===== config.mk =====
export PLATFORM = sky130hd
export DESIGN_NAME = heap_block_allocator_top_flat
export DESIGN_NICKNAME = d
export VERILOG_FILES = /design/src/rtl/core/hba_pkg.sv /design/src/rtl/core/hba_if.sv /design/src/rtl/core/heap_block_allocator_top.sv /design/src/rtl/core/hba_ram.sv /design/src/rtl/core/hba_seq.sv /design/src/flat_wrapper.sv
export SDC_FILE = /design/constraint.sdc
export NUM_CORES = 2
export LEC_CHECK = 0
export BUFFER_PORTS_ARGS = -buffer_cell sky130_fd_sc_hd__buf_4
export CORE_UTILIZATION = 64
export CTS_CLUSTER_DIAMETER = 30
export DETAILED_ROUTE_END_ITERATION = 6
export PLACE_DENSITY = 0.8
export SYNTH_ARGS = -nofsm -noshare
export SYNTH_HDL_FRONTEND = slang
export SYNTH_HIERARCHICAL = 1
export SYNTH_SLANG_ARGS = --single-unit

===== constraint.sdc =====
create_clock -name clk -period 27 [get_ports clk]
set_input_delay 1.35 -clock clk [delete_from_list [all_inputs] [get_ports clk]]
set_output_delay 1.35 -clock clk [all_outputs]
set_load 0.01 [all_outputs]

===== src/rtl/core/hba_pkg.sv =====
// Package for the heap block allocator: codes, widths, control types and
// the sequencer's control store. No dependencies.
package hba_pkg;

  // Default sizing
  localparam int DEF_MAX_BLOCKS   = 64;
  localparam int DEF_HEADER_BYTES = 8;

  // Field widths
  localparam int CMD_W    = 2;
  localparam int REQ_W    = 24;
  localparam int ADDR_W   = 32;
  localparam int STATUS_W = 3;
  localparam int SIZE_W   = 25;
  localparam int OFF_W    = 32;
  localparam int ENTRY_W  = 1 + SIZE_W + OFF_W;
  localparam int CFG_W    = 32;
  localparam int CFG_IDX_W = 1;

  // Commands
  localparam logic [CMD_W-1:0] CMD_FIRST_FIT = 2'd0;
  localparam logic [CMD_W-1:0] CMD_BEST_FIT  = 2'd1;
  localparam logic [CMD_W-1:0] CMD_FREE      = 2'd2;

  // Status codes
  localparam logic [STATUS_W-1:0] ST_REUSED   = 3'd0;
  localparam logic [STATUS_W-1:0] ST_GROWN    = 3'd1;
  localparam logic [STATUS_W-1:0] ST_FREED    = 3'd2;
  localparam logic [STATUS_W-1:0] ST_NO_SPACE = 3'd3;
  localparam logic [STATUS_W-1:0] ST_BAD_FREE = 3'd4;

  // Configuration register indexes
  localparam logic [CFG_IDX_W-1:0] CFG_HEAP_BASE  = 1'b0;
  localparam logic [CFG_IDX_W-1:0] CFG_HEAP_LIMIT = 1'b1;
  localparam logic [31:0] HEAP_LIMIT_RESET = 32'd65536;

  // Sequencer step addresses
  localparam int PC_W = 2;
  localparam logic [PC_W-1:0] PC_IDLE   = 2'd0;
  localparam logic [PC_W-1:0] PC_SCAN   = 2'd1;
  localparam logic [PC_W-1:0] PC_DECIDE = 2'd2;

  // Jump conditions
  localparam logic [1:0] COND_ACCEPT    = 2'd0;
  localparam logic [1:0] COND_SCAN_DONE = 2'd1;
  localparam logic [1:0] COND_SLOT_FREE = 2'd2;

  typedef struct packed {
    logic            take_in;
    logic            scan;
    logic            decide;
    logic [1:0]      cond;
    logic [PC_W-1:0] target;
  } hba_uword_t;

  typedef struct packed {
    logic take_in;
    logic scan;
    logic decide;
  } hba_ctrl_t;

  typedef struct packed {
    logic accept;
    logic scan_done;
    logic slot_free;
  } hba_flags_t;

  // Control store: one word per step, jump to target when cond holds
  function automatic hba_uword_t hba_urom(input logic [PC_W-1:0] pc);
    hba_uword_t w;
    case (pc)
      PC_IDLE:   w = '{take_in: 1'b1, scan: 1'b0, decide: 1'b0,
                       cond: COND_ACCEPT, target: PC_SCAN};
      PC_SCAN:   w = '{take_in: 1'b0, scan: 1'b1, decide: 1'b0,
                       cond: COND_SCAN_DONE, target: PC_DECIDE};
      PC_DECIDE: w = '{take_in: 1'b0, scan: 1'b0, decide: 1'b1,
                       cond: COND_SLOT_FREE, target: PC_IDLE};
      default:   w = '{take_in: 1'b0, scan: 1'b0, decide: 1'b0,
                       cond: COND_SLOT_FREE, target: PC_IDLE};
    endcase
    return w;
  endfunction

endpackage


===== src/rtl/core/hba_if.sv =====
// Item channels of the heap block allocator: request and response.
// Depends on hba_pkg for field widths.
interface hba_req_if;
  import hba_pkg::*;
  logic              valid;
  logic              ready;
  logic [CMD_W-1:0]  command;
  logic [REQ_W-1:0]  request_size;
  logic [ADDR_W-1:0] user_address;
  modport source (output valid, command, request_size, user_address, input ready);
  modport sink   (input valid, command, request_size, user_address, output ready);
endinterface

interface hba_rsp_if;
  import hba_pkg::*;
  logic                valid;
  logic                ready;
  logic [ADDR_W-1:0]   result_address;
  logic [STATUS_W-1:0] status;
  modport source (output valid, result_address, status, input ready);
  modport sink   (input valid, result_address, status, output ready);
endinterface


===== src/rtl/core/heap_block_allocator_top.sv =====
// Heap block allocator, first-fit and best-fit, over a table of blocks.
// Requests arrive on req (command, request_size, user_address); one response
// item per request leaves on rsp (result_address, status).
// Configuration: cfg_we with cfg_index 0 writes heap_base, index 1 writes
// heap_limit; write only while the block is idle.
// Sequence: an idle step takes the item, then a scan of the block table
// reads one entry per cycle from a single-port-read RAM (a first fit or
// free hit stops the scan sooner, an empty table ends it without a read),
// then a decide step writes back and loads the output register.
// The next request is taken while the previous response still waits in the
// output register; if the receiver stalls, the decide step holds until the
// output register is free.
// Reset clears the block count, heap usage, registers (heap_limit to 65536)
// and the output valid; the table RAM needs no clearing.
// Depends on hba_pkg, hba_if, hba_ram and hba_seq.
module heap_block_allocator_top
  import hba_pkg::*;
#(
  parameter int MAX_BLOCKS   = DEF_MAX_BLOCKS,
  parameter int HEADER_BYTES = DEF_HEADER_BYTES
) (
  input  logic                 clk,
  input  logic                 rst,
  hba_req_if.sink              req,
  hba_rsp_if.source            rsp,
  input  logic                 cfg_we,
  input  logic [CFG_IDX_W-1:0] cfg_index,
  input  logic [CFG_W-1:0]     cfg_wdata
);
  localparam int AW = $clog2(MAX_BLOCKS);
  localparam int CW = $clog2(MAX_BLOCKS + 1);

  hba_ctrl_t  ctrl;
  hba_flags_t flags;

  // Architectural state
  logic [31:0]      heap_base;
  logic [31:0]      heap_limit;
  logic [31:0]      heap_used;
  logic [CW-1:0]    count;

  // Request held during the scan
  logic [CMD_W-1:0]  cmd_q;
  logic [SIZE_W-1:0] total_q;
  logic [ADDR_W-1:0] uaddr_q;
  logic [ADDR_W-1:0] base_hdr_q;

  // Scan state
  logic [CW-1:0]     rd_idx;
  logic              pend;
  logic [AW-1:0]     pend_idx;
  logic              found;
  logic [AW-1:0]     pick_idx;
  logic [OFF_W-1:0]  pick_off;
  logic [SIZE_W-1:0] pick_size;
  logic [SIZE_W-1:0] best_spare;

  // Output register
  logic                out_valid;
  logic [ADDR_W-1:0]   out_addr;
  logic [STATUS_W-1:0] out_status;

  // Table RAM ports
  logic               wr_en;
  logic [AW-1:0]      wr_addr;
  logic [ENTRY_W-1:0] wr_data;
  logic               rd_en;
  logic [ENTRY_W-1:0] rd_data;

  // Combinational scan and decide terms
  logic              accept;
  logic              is_alloc;
  logic              is_best;
  logic              is_free;
  logic              issue;
  logic              e_free;
  logic [SIZE_W-1:0] e_size;
  logic [OFF_W-1:0]  e_off;
  logic [SIZE_W-1:0] spare;
  logic              fit;
  logic              take;
  logic              slot_free;
  logic              go;
  logic [32:0]       grow_sum;
  logic              refuse;
  logic              grow;
  logic [ADDR_W-1:0]   dec_addr;
  logic [STATUS_W-1:0] dec_status;

  hba_seq u_seq (
    .clk   (clk),
    .rst   (rst),
    .flags (flags),
    .ctrl  (ctrl)
  );

  hba_ram #(
    .WIDTH (ENTRY_W),
    .DEPTH (MAX_BLOCKS)
  ) u_table (
    .clk     (clk),
    .wr_en   (wr_en),
    .wr_addr (wr_addr),
    .wr_data (wr_data),
    .rd_en   (rd_en),
    .rd_addr (rd_idx[AW-1:0]),
    .rd_data (rd_data)
  );

  assign req.ready = ctrl.take_in;
  assign accept    = req.valid & req.ready;
  assign slot_free = ~out_valid | rsp.ready;
  assign go        = ctrl.decide & slot_free;

  // Command decode
  assign is_alloc = (cmd_q == CMD_FIRST_FIT) || (cmd_q == CMD_BEST_FIT);
  assign is_best  = (cmd_q == CMD_BEST_FIT);
  assign is_free  = (cmd_q == CMD_FREE);

  // Evaluate the entry read in the previous cycle
  always_comb begin
    e_free = rd_data[ENTRY_W-1];
    e_size = rd_data[OFF_W +: SIZE_W];
    e_off  = rd_data[OFF_W-1:0];
    fit    = e_free && (e_size >= total_q);
    spare  = e_size - total_q;
    take   = pend && ((is_alloc && fit && (!found || (is_best && spare < best_spare))) ||
                      (is_free && ((base_hdr_q + e_off) == uaddr_q)));
    issue  = (is_alloc || is_free) && (rd_idx < count);
    rd_en  = ctrl.scan && issue;
    flags.accept    = accept;
    flags.scan_done = (take && !is_best) || (!issue && !pend);
    flags.slot_free = slot_free;
  end

  // Decide: reuse, append, mark free or refuse
  always_comb begin
    grow_sum   = {1'b0, heap_used} + 33'(total_q);
    refuse     = (count == CW'(MAX_BLOCKS)) || (grow_sum > {1'b0, heap_limit});
    grow       = 1'b0;
    wr_en      = 1'b0;
    wr_addr    = pick_idx;
    wr_data    = {1'b0, pick_size, pick_off};
    dec_addr   = '0;
    dec_status = ST_BAD_FREE;
    if (is_alloc) begin
      if (found) begin
        wr_en      = go;
        dec_addr   = base_hdr_q + pick_off;
        dec_status = ST_REUSED;
      end else if (refuse) begin
        dec_status = ST_NO_SPACE;
      end else begin
        grow       = go;
        wr_en      = go;
        wr_addr    = count[AW-1:0];
        wr_data    = {1'b0, total_q, heap_used};
        dec_addr   = base_hdr_q + heap_used;
        dec_status = ST_GROWN;
      end
    end else if (is_free && found) begin
      wr_en      = go;
      wr_data    = {1'b1, pick_size, pick_off};
      dec_status = ST_FREED;
    end
  end

  // Configuration registers
  always_ff @(posedge clk) begin
    if (rst) begin
      heap_base  <= '0;
      heap_limit <= HEAP_LIMIT_RESET;
    end else if (cfg_we) begin
      case (cfg_index)
        CFG_HEAP_BASE:  heap_base  <= cfg_wdata;
        CFG_HEAP_LIMIT: heap_limit <= cfg_wdata;
        default:        ;
      endcase
    end
  end

  // Heap growth
  always_ff @(posedge clk) begin
    if (rst) begin
      heap_used <= '0;
      count     <= '0;
    end else if (grow) begin
      heap_used <= heap_used + 32'(total_q);
      count     <= count + CW'(1);
    end
  end

  // Take the item and start the scan
  always_ff @(posedge clk) begin
    if (accept) begin
      cmd_q      <= req.command;
      total_q    <= {1'b0, req.request_size} + SIZE_W'(HEADER_BYTES);
      uaddr_q    <= req.user_address;
      base_hdr_q <= heap_base + 32'(HEADER_BYTES);
    end
  end

  // Walk the table, one read per cycle, and hold the best pick
  always_ff @(posedge clk) begin
    if (rst) begin
      rd_idx <= '0;
      pend   <= 1'b0;
      found  <= 1'b0;
    end else if (accept) begin
      rd_idx <= '0;
      pend   <= 1'b0;
      found  <= 1'b0;
    end else if (ctrl.scan) begin
      pend <= issue;
      if (issue) begin
        rd_idx <= rd_idx + CW'(1);
      end
      if (take) begin
        found <= 1'b1;
      end
    end
  end

  always_ff @(posedge clk) begin
    if (ctrl.scan) begin
      pend_idx <= rd_idx[AW-1:0];
      if (take) begin
        pick_idx   <= pend_idx;
        pick_off   <= e_off;
        pick_size  <= e_size;
        best_spare <= spare;
      end
    end
  end

  // Output register: load on decide, drop when taken
  always_ff @(posedge clk) begin
    if (rst) begin
      out_valid <= 1'b0;
    end else if (go) begin
      out_valid <= 1'b1;
    end else if (rsp.ready) begin
      out_valid <= 1'b0;
    end
  end

  always_ff @(posedge clk) begin
    if (go) begin
      out_addr   <= dec_addr;
      out_status <= dec_status;
    end
  end

  assign rsp.valid          = out_valid;
  assign rsp.result_address = out_addr;
  assign rsp.status         = out_status;
endmodule


===== src/rtl/core/hba_ram.sv =====
// Generic single-write, single-read RAM with registered read data.
// No dependencies.
module hba_ram #(
  parameter int WIDTH = 8,
  parameter int DEPTH = 64
) (
  input  logic                     clk,
  input  logic                     wr_en,
  input  logic [$clog2(DEPTH)-1:0] wr_addr,
  input  logic [WIDTH-1:0]         wr_data,
  input  logic                     rd_en,
  input  logic [$clog2(DEPTH)-1:0] rd_addr,
  output logic [WIDTH-1:0]         rd_data
);
  logic [WIDTH-1:0] mem [DEPTH];

  // Write and read port
  always_ff @(posedge clk) begin
    if (wr_en) begin
      mem[wr_addr] <= wr_data;
    end
    if (rd_en) begin
      rd_data <= mem[rd_addr];
    end
  end
endmodule


===== src/rtl/core/hba_seq.sv =====
// Microcoded sequencer: step counter, control store lookup and jumps.
// Depends on hba_pkg for the control store and control types.
module hba_seq
  import hba_pkg::*;
(
  input  logic       clk,
  input  logic       rst,
  input  hba_flags_t flags,
  output hba_ctrl_t  ctrl
);
  logic [PC_W-1:0] pc;
  logic [PC_W-1:0] pc_next;
  hba_uword_t      uw;
  logic            jump;

  assign uw = hba_urom(pc);

  // Decode the current control word
  always_comb begin
    ctrl.take_in = uw.take_in;
    ctrl.scan    = uw.scan;
    ctrl.decide  = uw.decide;
    case (uw.cond)
      COND_ACCEPT:    jump = flags.accept;
      COND_SCAN_DONE: jump = flags.scan_done;
      COND_SLOT_FREE: jump = flags.slot_free;
      default:        jump = 1'b1;
    endcase
    pc_next = jump ? uw.target : pc;
  end

  // Advance the step counter
  always_ff @(posedge clk) begin
    if (rst) begin
      pc <= PC_IDLE;
    end else begin
      pc <= pc_next;
    end
  end
endmodule


===== src/flat_wrapper.sv =====
// flat-port wrapper written by rule: the top's interface ports become plain ports
module heap_block_allocator_top_flat import hba_pkg::*;
#(
  parameter int MAX_BLOCKS   = DEF_MAX_BLOCKS,
  parameter int HEADER_BYTES = DEF_HEADER_BYTES
)
  (clk, rst, cfg_we, cfg_index, cfg_wdata, req_valid, req_command, req_request_size, req_user_address, req_ready, rsp_valid, rsp_result_address, rsp_status, rsp_ready);
  hba_req_if req_i ();
  hba_rsp_if rsp_i ();
  input  logic clk;
  input  logic rst;
  input  logic cfg_we;
  input  logic [CFG_IDX_W-1:0] cfg_index;
  input  logic [CFG_W-1:0] cfg_wdata;
  input wire logic [$bits(req_i.valid)-1:0] req_valid;
  input wire logic [$bits(req_i.command)-1:0] req_command;
  input wire logic [$bits(req_i.request_size)-1:0] req_request_size;
  input wire logic [$bits(req_i.user_address)-1:0] req_user_address;
  output wire logic [$bits(req_i.ready)-1:0] req_ready;
  output wire logic [$bits(rsp_i.valid)-1:0] rsp_valid;
  output wire logic [$bits(rsp_i.result_address)-1:0] rsp_result_address;
  output wire logic [$bits(rsp_i.status)-1:0] rsp_status;
  input wire logic [$bits(rsp_i.ready)-1:0] rsp_ready;
  assign req_i.valid = req_valid;
  assign req_i.command = req_command;
  assign req_i.request_size = req_request_size;
  assign req_i.user_address = req_user_address;
  assign req_ready = req_i.ready;
  assign rsp_valid = rsp_i.valid;
  assign rsp_result_address = rsp_i.result_address;
  assign rsp_status = rsp_i.status;
  assign rsp_i.ready = rsp_ready;
  heap_block_allocator_top #(.MAX_BLOCKS(MAX_BLOCKS), .HEADER_BYTES(HEADER_BYTES)) u_core (.clk(clk), .rst(rst), .req(req_i), .rsp(rsp_i), .cfg_we(cfg_we), .cfg_index(cfg_index), .cfg_wdata(cfg_wdata));
endmodule

# Word level (Yosys, flattened, before mapping)
# Memory sizes are Yosys's and may differ from the RTL's. A register that Yosys moved wholly into a read port is not among the register bits.
# Cells that the tools add are included.
# word_totals
n_memories	1
in_bits	96
word_cells	103
mem_bits_rw	3712
out_inout_bits	37
reg_bits	335
# memory_table
name	words	width	read_ports	rd_clocked_by_memory_dff	write_ports	line_no	source
u_core.u_table.mem	64	58	1	1	1	hba_ram.sv:15	logic [WIDTH-1:0] mem [DEPTH];
# op_classes
eq_ne	8
n_addsub	10
mux	25
n_lt_le_gt_ge	4
bitwise_logic	5
n_reduce_logical	30
# op_table
op	n
$mux 58	3
$add 32x32->32	3
$mux 32	2
$mux 57	1
$add 32x25->33	1
$gt 33x32->1	1
$add 32x25->32	1
$add 32x4->32 const B	1
$eq 32x32->1	1
$add 24x4->25 const B	1
$ge 25x25->1	1
$lt 25x25->1	1
$sub 25x25->25	1
$pmux 7 s3	1
$mux 6	3
$add 7x1->7 const B	2
$logic_and 1x1->1	11
$mux 1	10
$mux 3	3
$reduce_and 2->1	4
$eq 7x7->1 const B	1
$lt 7x7->1	1
$eq 2x1->1 const B	3
$eq 2x2->1 const B	3
other kinds (10)	22

# Depth between registers and ports, before layout
# logic_depth
ltp_word	10
depth_mapped	28
ltp_nobuf	27

# Hierarchy
# Netlist, hierarchy kept.
# modules_own_cells
module	cells_each	instances	area_each_um2	seq_area_each_um2
hba_ram	5998	1	141858.6	113208.6
heap_block_allocator_top	2347	1	22281.4	8868.5
hba_seq	13	1	117.6	40.0

# Worst setup path after synthesis
# OpenSTA, ideal clock, no wires.
# synth_timing
path_type	register to register
from	reg u_core.u_table.rd_data[32], read port of u_core.u_table.mem
to	reg u_core.best_spare[0] (enable)
stages_incl_launch_ff	23
t_arrival_ns	10.141
path_buffers	0
t_required_ns	26.335
setup_slack_ns	16.194
setup_ns	0.665
synth_period_minus_slack_ns	10.806
cell_sequence	edfxtp_1 inv_1 ha_1 inv_1 fa_1 a21o_1 a21oi_1 o21bai_1 a21o_1 a21oi_1 o21a_1 o21ai_0 a21o_1 a21oi_1 xnor2_1 ha_1 a21o_1 a211oi_1 a211o_1 a31oi_1 a311oi_1 inv_1 a211oi_1
# synth_via
elab_chain_cells	8
word_cells_on_any_way	11
cone_classes	add/sub: 1; order compare: 2; reduce/logical: 8
# synth_lines
element	line_no	source
start: declaration	hba_ram.sv:13	output logic [WIDTH-1:0] rd_data
$sub 25x25->25	heap_block_allocator_top.sv:126	spare = e_size - total_q;
net u_core.spare[18]	heap_block_allocator_top.sv:79	logic [SIZE_W-1:0] spare;
$lt 25x25->1	heap_block_allocator_top.sv:127	take = pend && ((is_alloc && fit && (!found || (is_best && spare < best_spare))) ||
$logic_and 1x1->1	heap_block_allocator_top.sv:127	
$logic_or 1x1->1	heap_block_allocator_top.sv:127	
$logic_and 1x1->1	heap_block_allocator_top.sv:127	
$logic_or 1x1->1	heap_block_allocator_top.sv:127	
$logic_and 1x1->1	heap_block_allocator_top.sv:127	
$reduce_and 2->1 (no source line)	n/a	
end signal: assignment	heap_block_allocator_top.sv:231	best_spare <= spare;
end: declaration	heap_block_allocator_top.sv:56	logic [SIZE_W-1:0] best_spare;
# The timed path passes the listed nets, and every way through them passes these cells.
# A chain may end at the register's enable or synchronous reset.

# Worst setup path after layout
# layout_timing
from	reg u_core.total_q[0]
to	mem u_core/u_table/mem[62][50] (netlist name) (enable)
# layout_via
word_cells_on_any_way	11
cone_classes	add/sub: 1; order compare: 1; mux: 8; reduce/logical: 1
# layout_rtl
element	line_no	source
start: declaration	heap_block_allocator_top.sv:44	logic [SIZE_W-1:0] total_q;
start signal: assignment	heap_block_allocator_top.sv:197	total_q <= {1'b0, req.request_size} + SIZE_W'(HEADER_BYTES);
$add 32x25->33	heap_block_allocator_top.sv:138	grow_sum = {1'b0, heap_used} + 33'(total_q);
net u_core.grow_sum[30]	heap_block_allocator_top.sv:84	logic [32:0] grow_sum;
$gt 33x32->1	heap_block_allocator_top.sv:139	refuse = (count == CW'(MAX_BLOCKS)) || (grow_sum > {1'b0, heap_limit});
$logic_or 1x1->1	heap_block_allocator_top.sv:139	
$mux 6	heap_block_allocator_top.sv:151	end else if (refuse) begin
$mux 6	heap_block_allocator_top.sv:147	if (found) begin
$mux 6	heap_block_allocator_top.sv:146	if (is_alloc) begin
net u_core.wr_addr[0]	heap_block_allocator_top.sv:65	logic [AW-1:0] wr_addr;
end: declaration	hba_ram.sv:15	
# The timed path passes the listed nets, and every way through them passes these cells.

==> flow_summary_export.csv <==
group,metric,value,unit
outcome,status,"finished with violations",
outcome,violations,"capacitance limit, slew limit",
global_route,first_global_vias,95390,
global_route,grt_usage,42.25,%
timing,tns,0,ns
timing,min_period,9.404,ns
logic_synthesis,synthArstFlopShare,0,%
logic_synthesis,netlist_area,164300,um^2
critical_path,critical_path_class,"reg2reg",
timing,finalSetupViolCount,0,
logic_synthesis,ys.warnings.count,6,
timing,slew_headroom,-1.069,%
place,portBuffers,132,
clock_network,numCtsBuffers,628,
route,drt-pass1-iter-count,6,
cells_and_area,syn_to_final_growth,16.69,%
place,gp_congestion,0.9746,
floorplan,num_rows,185,
clock_network,post-cts-setup-buffers,0,
logic_synthesis,ys_seq_area_share,74.34,%
route,drc,0,
power,powerDensity,84.72,nW/um^2
logic_synthesis,syn_nets,8669,
timing,finalCritPeriodShare,34.83,%
timing,rsz0062_at_grt,"no",
clock_network,cts.sinks,4105,
logic_synthesis,synth.distinct_cells,96,
timing,fmax,0.1063,GHz
floorplan,die-area,258700,um^2
power,vdd_drop_max,0.07705,mV
place,dp.cells,11640,
floorplan,core_area,254600,um^2
cells_and_area,fin_nets,9220,
critical_path,crit_fanout,40,
cells_and_area,stdcell_count,12830,
clock_network,postCtsHoldBufs,0,
run,cap_violations,1,
logic_synthesis,avgSynthCellArea,19.65,um^2
critical_path,critPathLaunchType,"flip-flop",
timing,hold_viol_final,0,
logic_synthesis,synth_cells,8358,
route,vias,96310,
critical_path,critPathCaptureType,"flip-flop",
global_route,grt_pass1_wl,749300,um
power,p_leak,61.11,nW
timing,whs,0.3784,ns
logic_synthesis,ys.flop_type,"edfxtp_1",
cells_and_area,multi_input_area,40510,um^2
floorplan,chipWidth,508.6,um
clock_network,root_buffer,"clkbuf_16",
cells_and_area,drive_above_1_share,26.96,%
clock_network,clkTransAtPathRegs,0.06,ns
route,drt_wl_total,542700,um
global_route,antenna_found_initial,42,
cells_and_area,fillCellCount,12680,
timing,maxSlewViolCount,2,
route,initialDrtViolationCount,18330,
cells_and_area,post-route-util,75.28,%
route,drtAntennaViolNets,0,
critical_path,critPathRequiredTime,27.58,ns
logic_synthesis,ys_seq_elements,4105,
timing,fin_worst_skew,0.1153,ns
clock_network,tritoncts,"yes",
floorplan,die-height,508.6,um
global_route,grt_max_degree,151,
min_path,hold_class,"reg2reg",
critical_path,arrival,9.99,ns
timing,tightestPinTransition,1.504,ns
clock_network,clk_latency,1.01,ns
route,wl_per_cell,42.29,um
cells_and_area,layout.area.seq,122100,um^2
floorplan,ios,133,
route,avgViaCountPerCell,7.505,
floorplan,start_util,64.51,%
clock_network,cts.path.max_buffers,4,
logic_synthesis,synth_edf_count,3990,
place,hpwlAfterDp,279500,um
global_route,grt_overflow,0,
clock_network,htree_levels,6,
clock_network,cts_resized,0,
## logic make-up (layout without fill, tap and decap cells)
kind of cell    Yosys count  count (layout)  synth area share (%)
flops                  4105            4105                 74.34
compound gates         1172            1172                 4.743
mux                    1142            1142                 13.82
simple gates            976             976                 2.876
buf+inv                 554            1635                 1.517
fa+ha+maj               215             215                 1.661
xor+xnor                194             194                 1.034
other cells               0              28                     0
## cell usage after synthesis, drive strengths merged (6+ instances only)
| cell | number | area share [%] |
|---|---|---|
| o21ai | 124 | 0.38 |
| o22a | 39 | 0.21 |
| nand2b | 35 | 0.13 |
| a221oi | 41 | 0.22 |
| a21boi | 6 | 0.030 |
| mux2 | 112 | 0.77 |
| or3 | 27 | 0.10 |
| nor2b | 53 | 0.20 |
| and3 | 44 | 0.17 |
| nand2 | 297 | 0.68 |
| o2111ai | 8 | 0.043 |
| ha | 210 | 1.6 |
| o221ai | 81 | 0.43 |
| nand4 | 50 | 0.20 |
| inv | 142 | 0.32 |
| mux4 | 890 | 12 |
| nor2 | 239 | 0.55 |
| nand3 | 66 | 0.20 |
| a2111oi | 10 | 0.058 |
| edfxtp | 3990 | 73 |
| nor4 | 56 | 0.22 |
| nor3 | 46 | 0.14 |
| o22ai | 228 | 0.87 |
| a21o | 75 | 0.34 |
| dfxtp | 115 | 1.4 |
| nor3b | 8 | 0.037 |
| o211ai | 13 | 0.072 |
| a22o | 18 | 0.096 |
| and2 | 13 | 0.050 |
| o21bai | 23 | 0.11 |
| xor2 | 79 | 0.42 |
| a211oi | 35 | 0.17 |
| a21oi | 328 | 1.0 |
| o31ai | 7 | 0.043 |
| xnor2 | 115 | 0.61 |
| or2 | 11 | 0.042 |
| mux2i | 140 | 0.85 |
| a31oi | 15 | 0.070 |
| nand3b | 14 | 0.064 |
| clkbuf | 183 | 0.42 |
| a22oi | 42 | 0.19 |
| o21a | 42 | 0.19 |
| buf | 229 | 0.77 |
## critical path, stage by stage, from the launching register on
cell and delay, ns:
edfxtp_1 0.44, ha_1 0.26, fa_1 0.41, a21oi_1 0.19, nand4b_1 0.16, nand3_1 0.11
nand4bb_1 0.15, nand4_1 0.15, nand3_1 0.18, and2_1 0.22, o21a_1 0.35, nor2_1 0.09
xor2_1 0.16, ha_1 0.32, a2111oi_0 0.63, o211ai_1 0.27, a2111oi_2 0.26, a21oi_1 0.15
nor3_2 0.18, buf_4 0.26, nand2_4 0.31, mux2_2 0.47, nor2b_1 0.32, nand3_1 0.95
nor2_4 1.17, buf_4 0.74
## flip-flops by register name, summed over array words and instances, names as in the netlist, 2 cells and up
register and flops:
u_core/best_spare 25, u_core/rsp.result_address 32, u_core/count 7, u_core/pick_off 32, u_core/pend_idx 6, u_core/u_seq/pc 2
u_core/uaddr_q 32, u_core/rsp.status 3, u_core/pick_idx 6, u_core/base_hdr_q 32, u_core/cmd_q 2, u_core/heap_base 32
u_core/u_table/rd_data 58, u_core/rd_idx 7, u_core/u_table/mem 3712, u_core/pick_size 25, u_core/heap_limit 32, u_core/heap_used 32
u_core/total_q 25
## worst paths after layout
check	startpoint	endpoint	cells past startpoint	slack, ns
worst max-delay path	u_core/total_q[0]	u_core/u_table/mem[62][50]	25	17.60
worst min-delay path	u_core/heap_base[1]	u_core/base_hdr_q[1]	0	0.38
worst max register to register	u_core/total_q[0]	u_core/u_table/mem[62][50]	25	17.60
worst min register to register	u_core/heap_base[1]	u_core/base_hdr_q[1]	0	0.38
## routing by layer
layer	up-vias	GRT usage [%]	part of all wire, %
li1	35940	-	-
met5	-	0	0.013
met1	48270	52.65	31
met4	14	26.57	8.1
met2	9970	65.71	46
met3	2118	12.34	15
## report_power, final
part / switching, mW / internal (mW)
Combinational: 0.511 / 0.149
Clock: 3.33 / 5.08
Sequential: 0.0328 / 7.14
Total: 3.87 / 12.4
## stage by stage
stage               power, mW  worst slack, ns  instance area, um^2
finish                  16.24            17.60               191700
global route            16.49            17.46               191600
CTS                     16.20            17.86               191600
detailed placement      7.915            18.15               169900
global placement        7.890            18.21               169900
floorplan               7.611            16.19               164300
## placed cells by master, fill, tap and decap left out, types with 33 or more instances in the layout
cell type | Yosys | routed
nand3_1 | 66 | 66
o221ai_1 | 81 | 81
clkinv_1 | 0 | 59
a21oi_1 | 326 | 326
o22ai_1 | 228 | 228
edfxtp_1 | 3990 | 3990
o21ai_0 | 112 | 112
dfxtp_1 | 115 | 109
nor2_1 | 237 | 175
nor2b_1 | 52 | 47
mux2_4 | 0 | 33
and3_1 | 44 | 44
bufinv_16 | 0 | 67
o21a_1 | 42 | 42
a221oi_1 | 40 | 40
buf_4 | 48 | 326
o22a_1 | 39 | 39
mux4_2 | 890 | 890
mux2i_1 | 140 | 140
nand4_1 | 48 | 48
nand2_1 | 297 | 291
xnor2_1 | 115 | 115
a22oi_1 | 42 | 42
nor2_4 | 0 | 62
nor3_1 | 45 | 42
xor2_1 | 79 | 79
inv_1 | 142 | 141
clkbuf_1 | 183 | 49
mux2_2 | 109 | 76
a21o_1 | 75 | 75
clkbuf_16 | 0 | 638
clkinvlp_4 | 0 | 88
ha_1 | 210 | 210
clkinv_2 | 0 | 72
clkinv_4 | 0 | 54
inv_6 | 0 | 80
## area by class of cell
class,count,area share [%]
Inverter,142,0.2781
Multi-Input combinational cell,3699,21.14
Antenna cell,28,0.03656
Clock inverter,472,2.851
Clock buffer,688,8.433
Sequential cell,4105,63.72
Timing Repair Buffer,333,1.343
Tap cell,3366,2.197
Power figures use the tool's default switching activity.
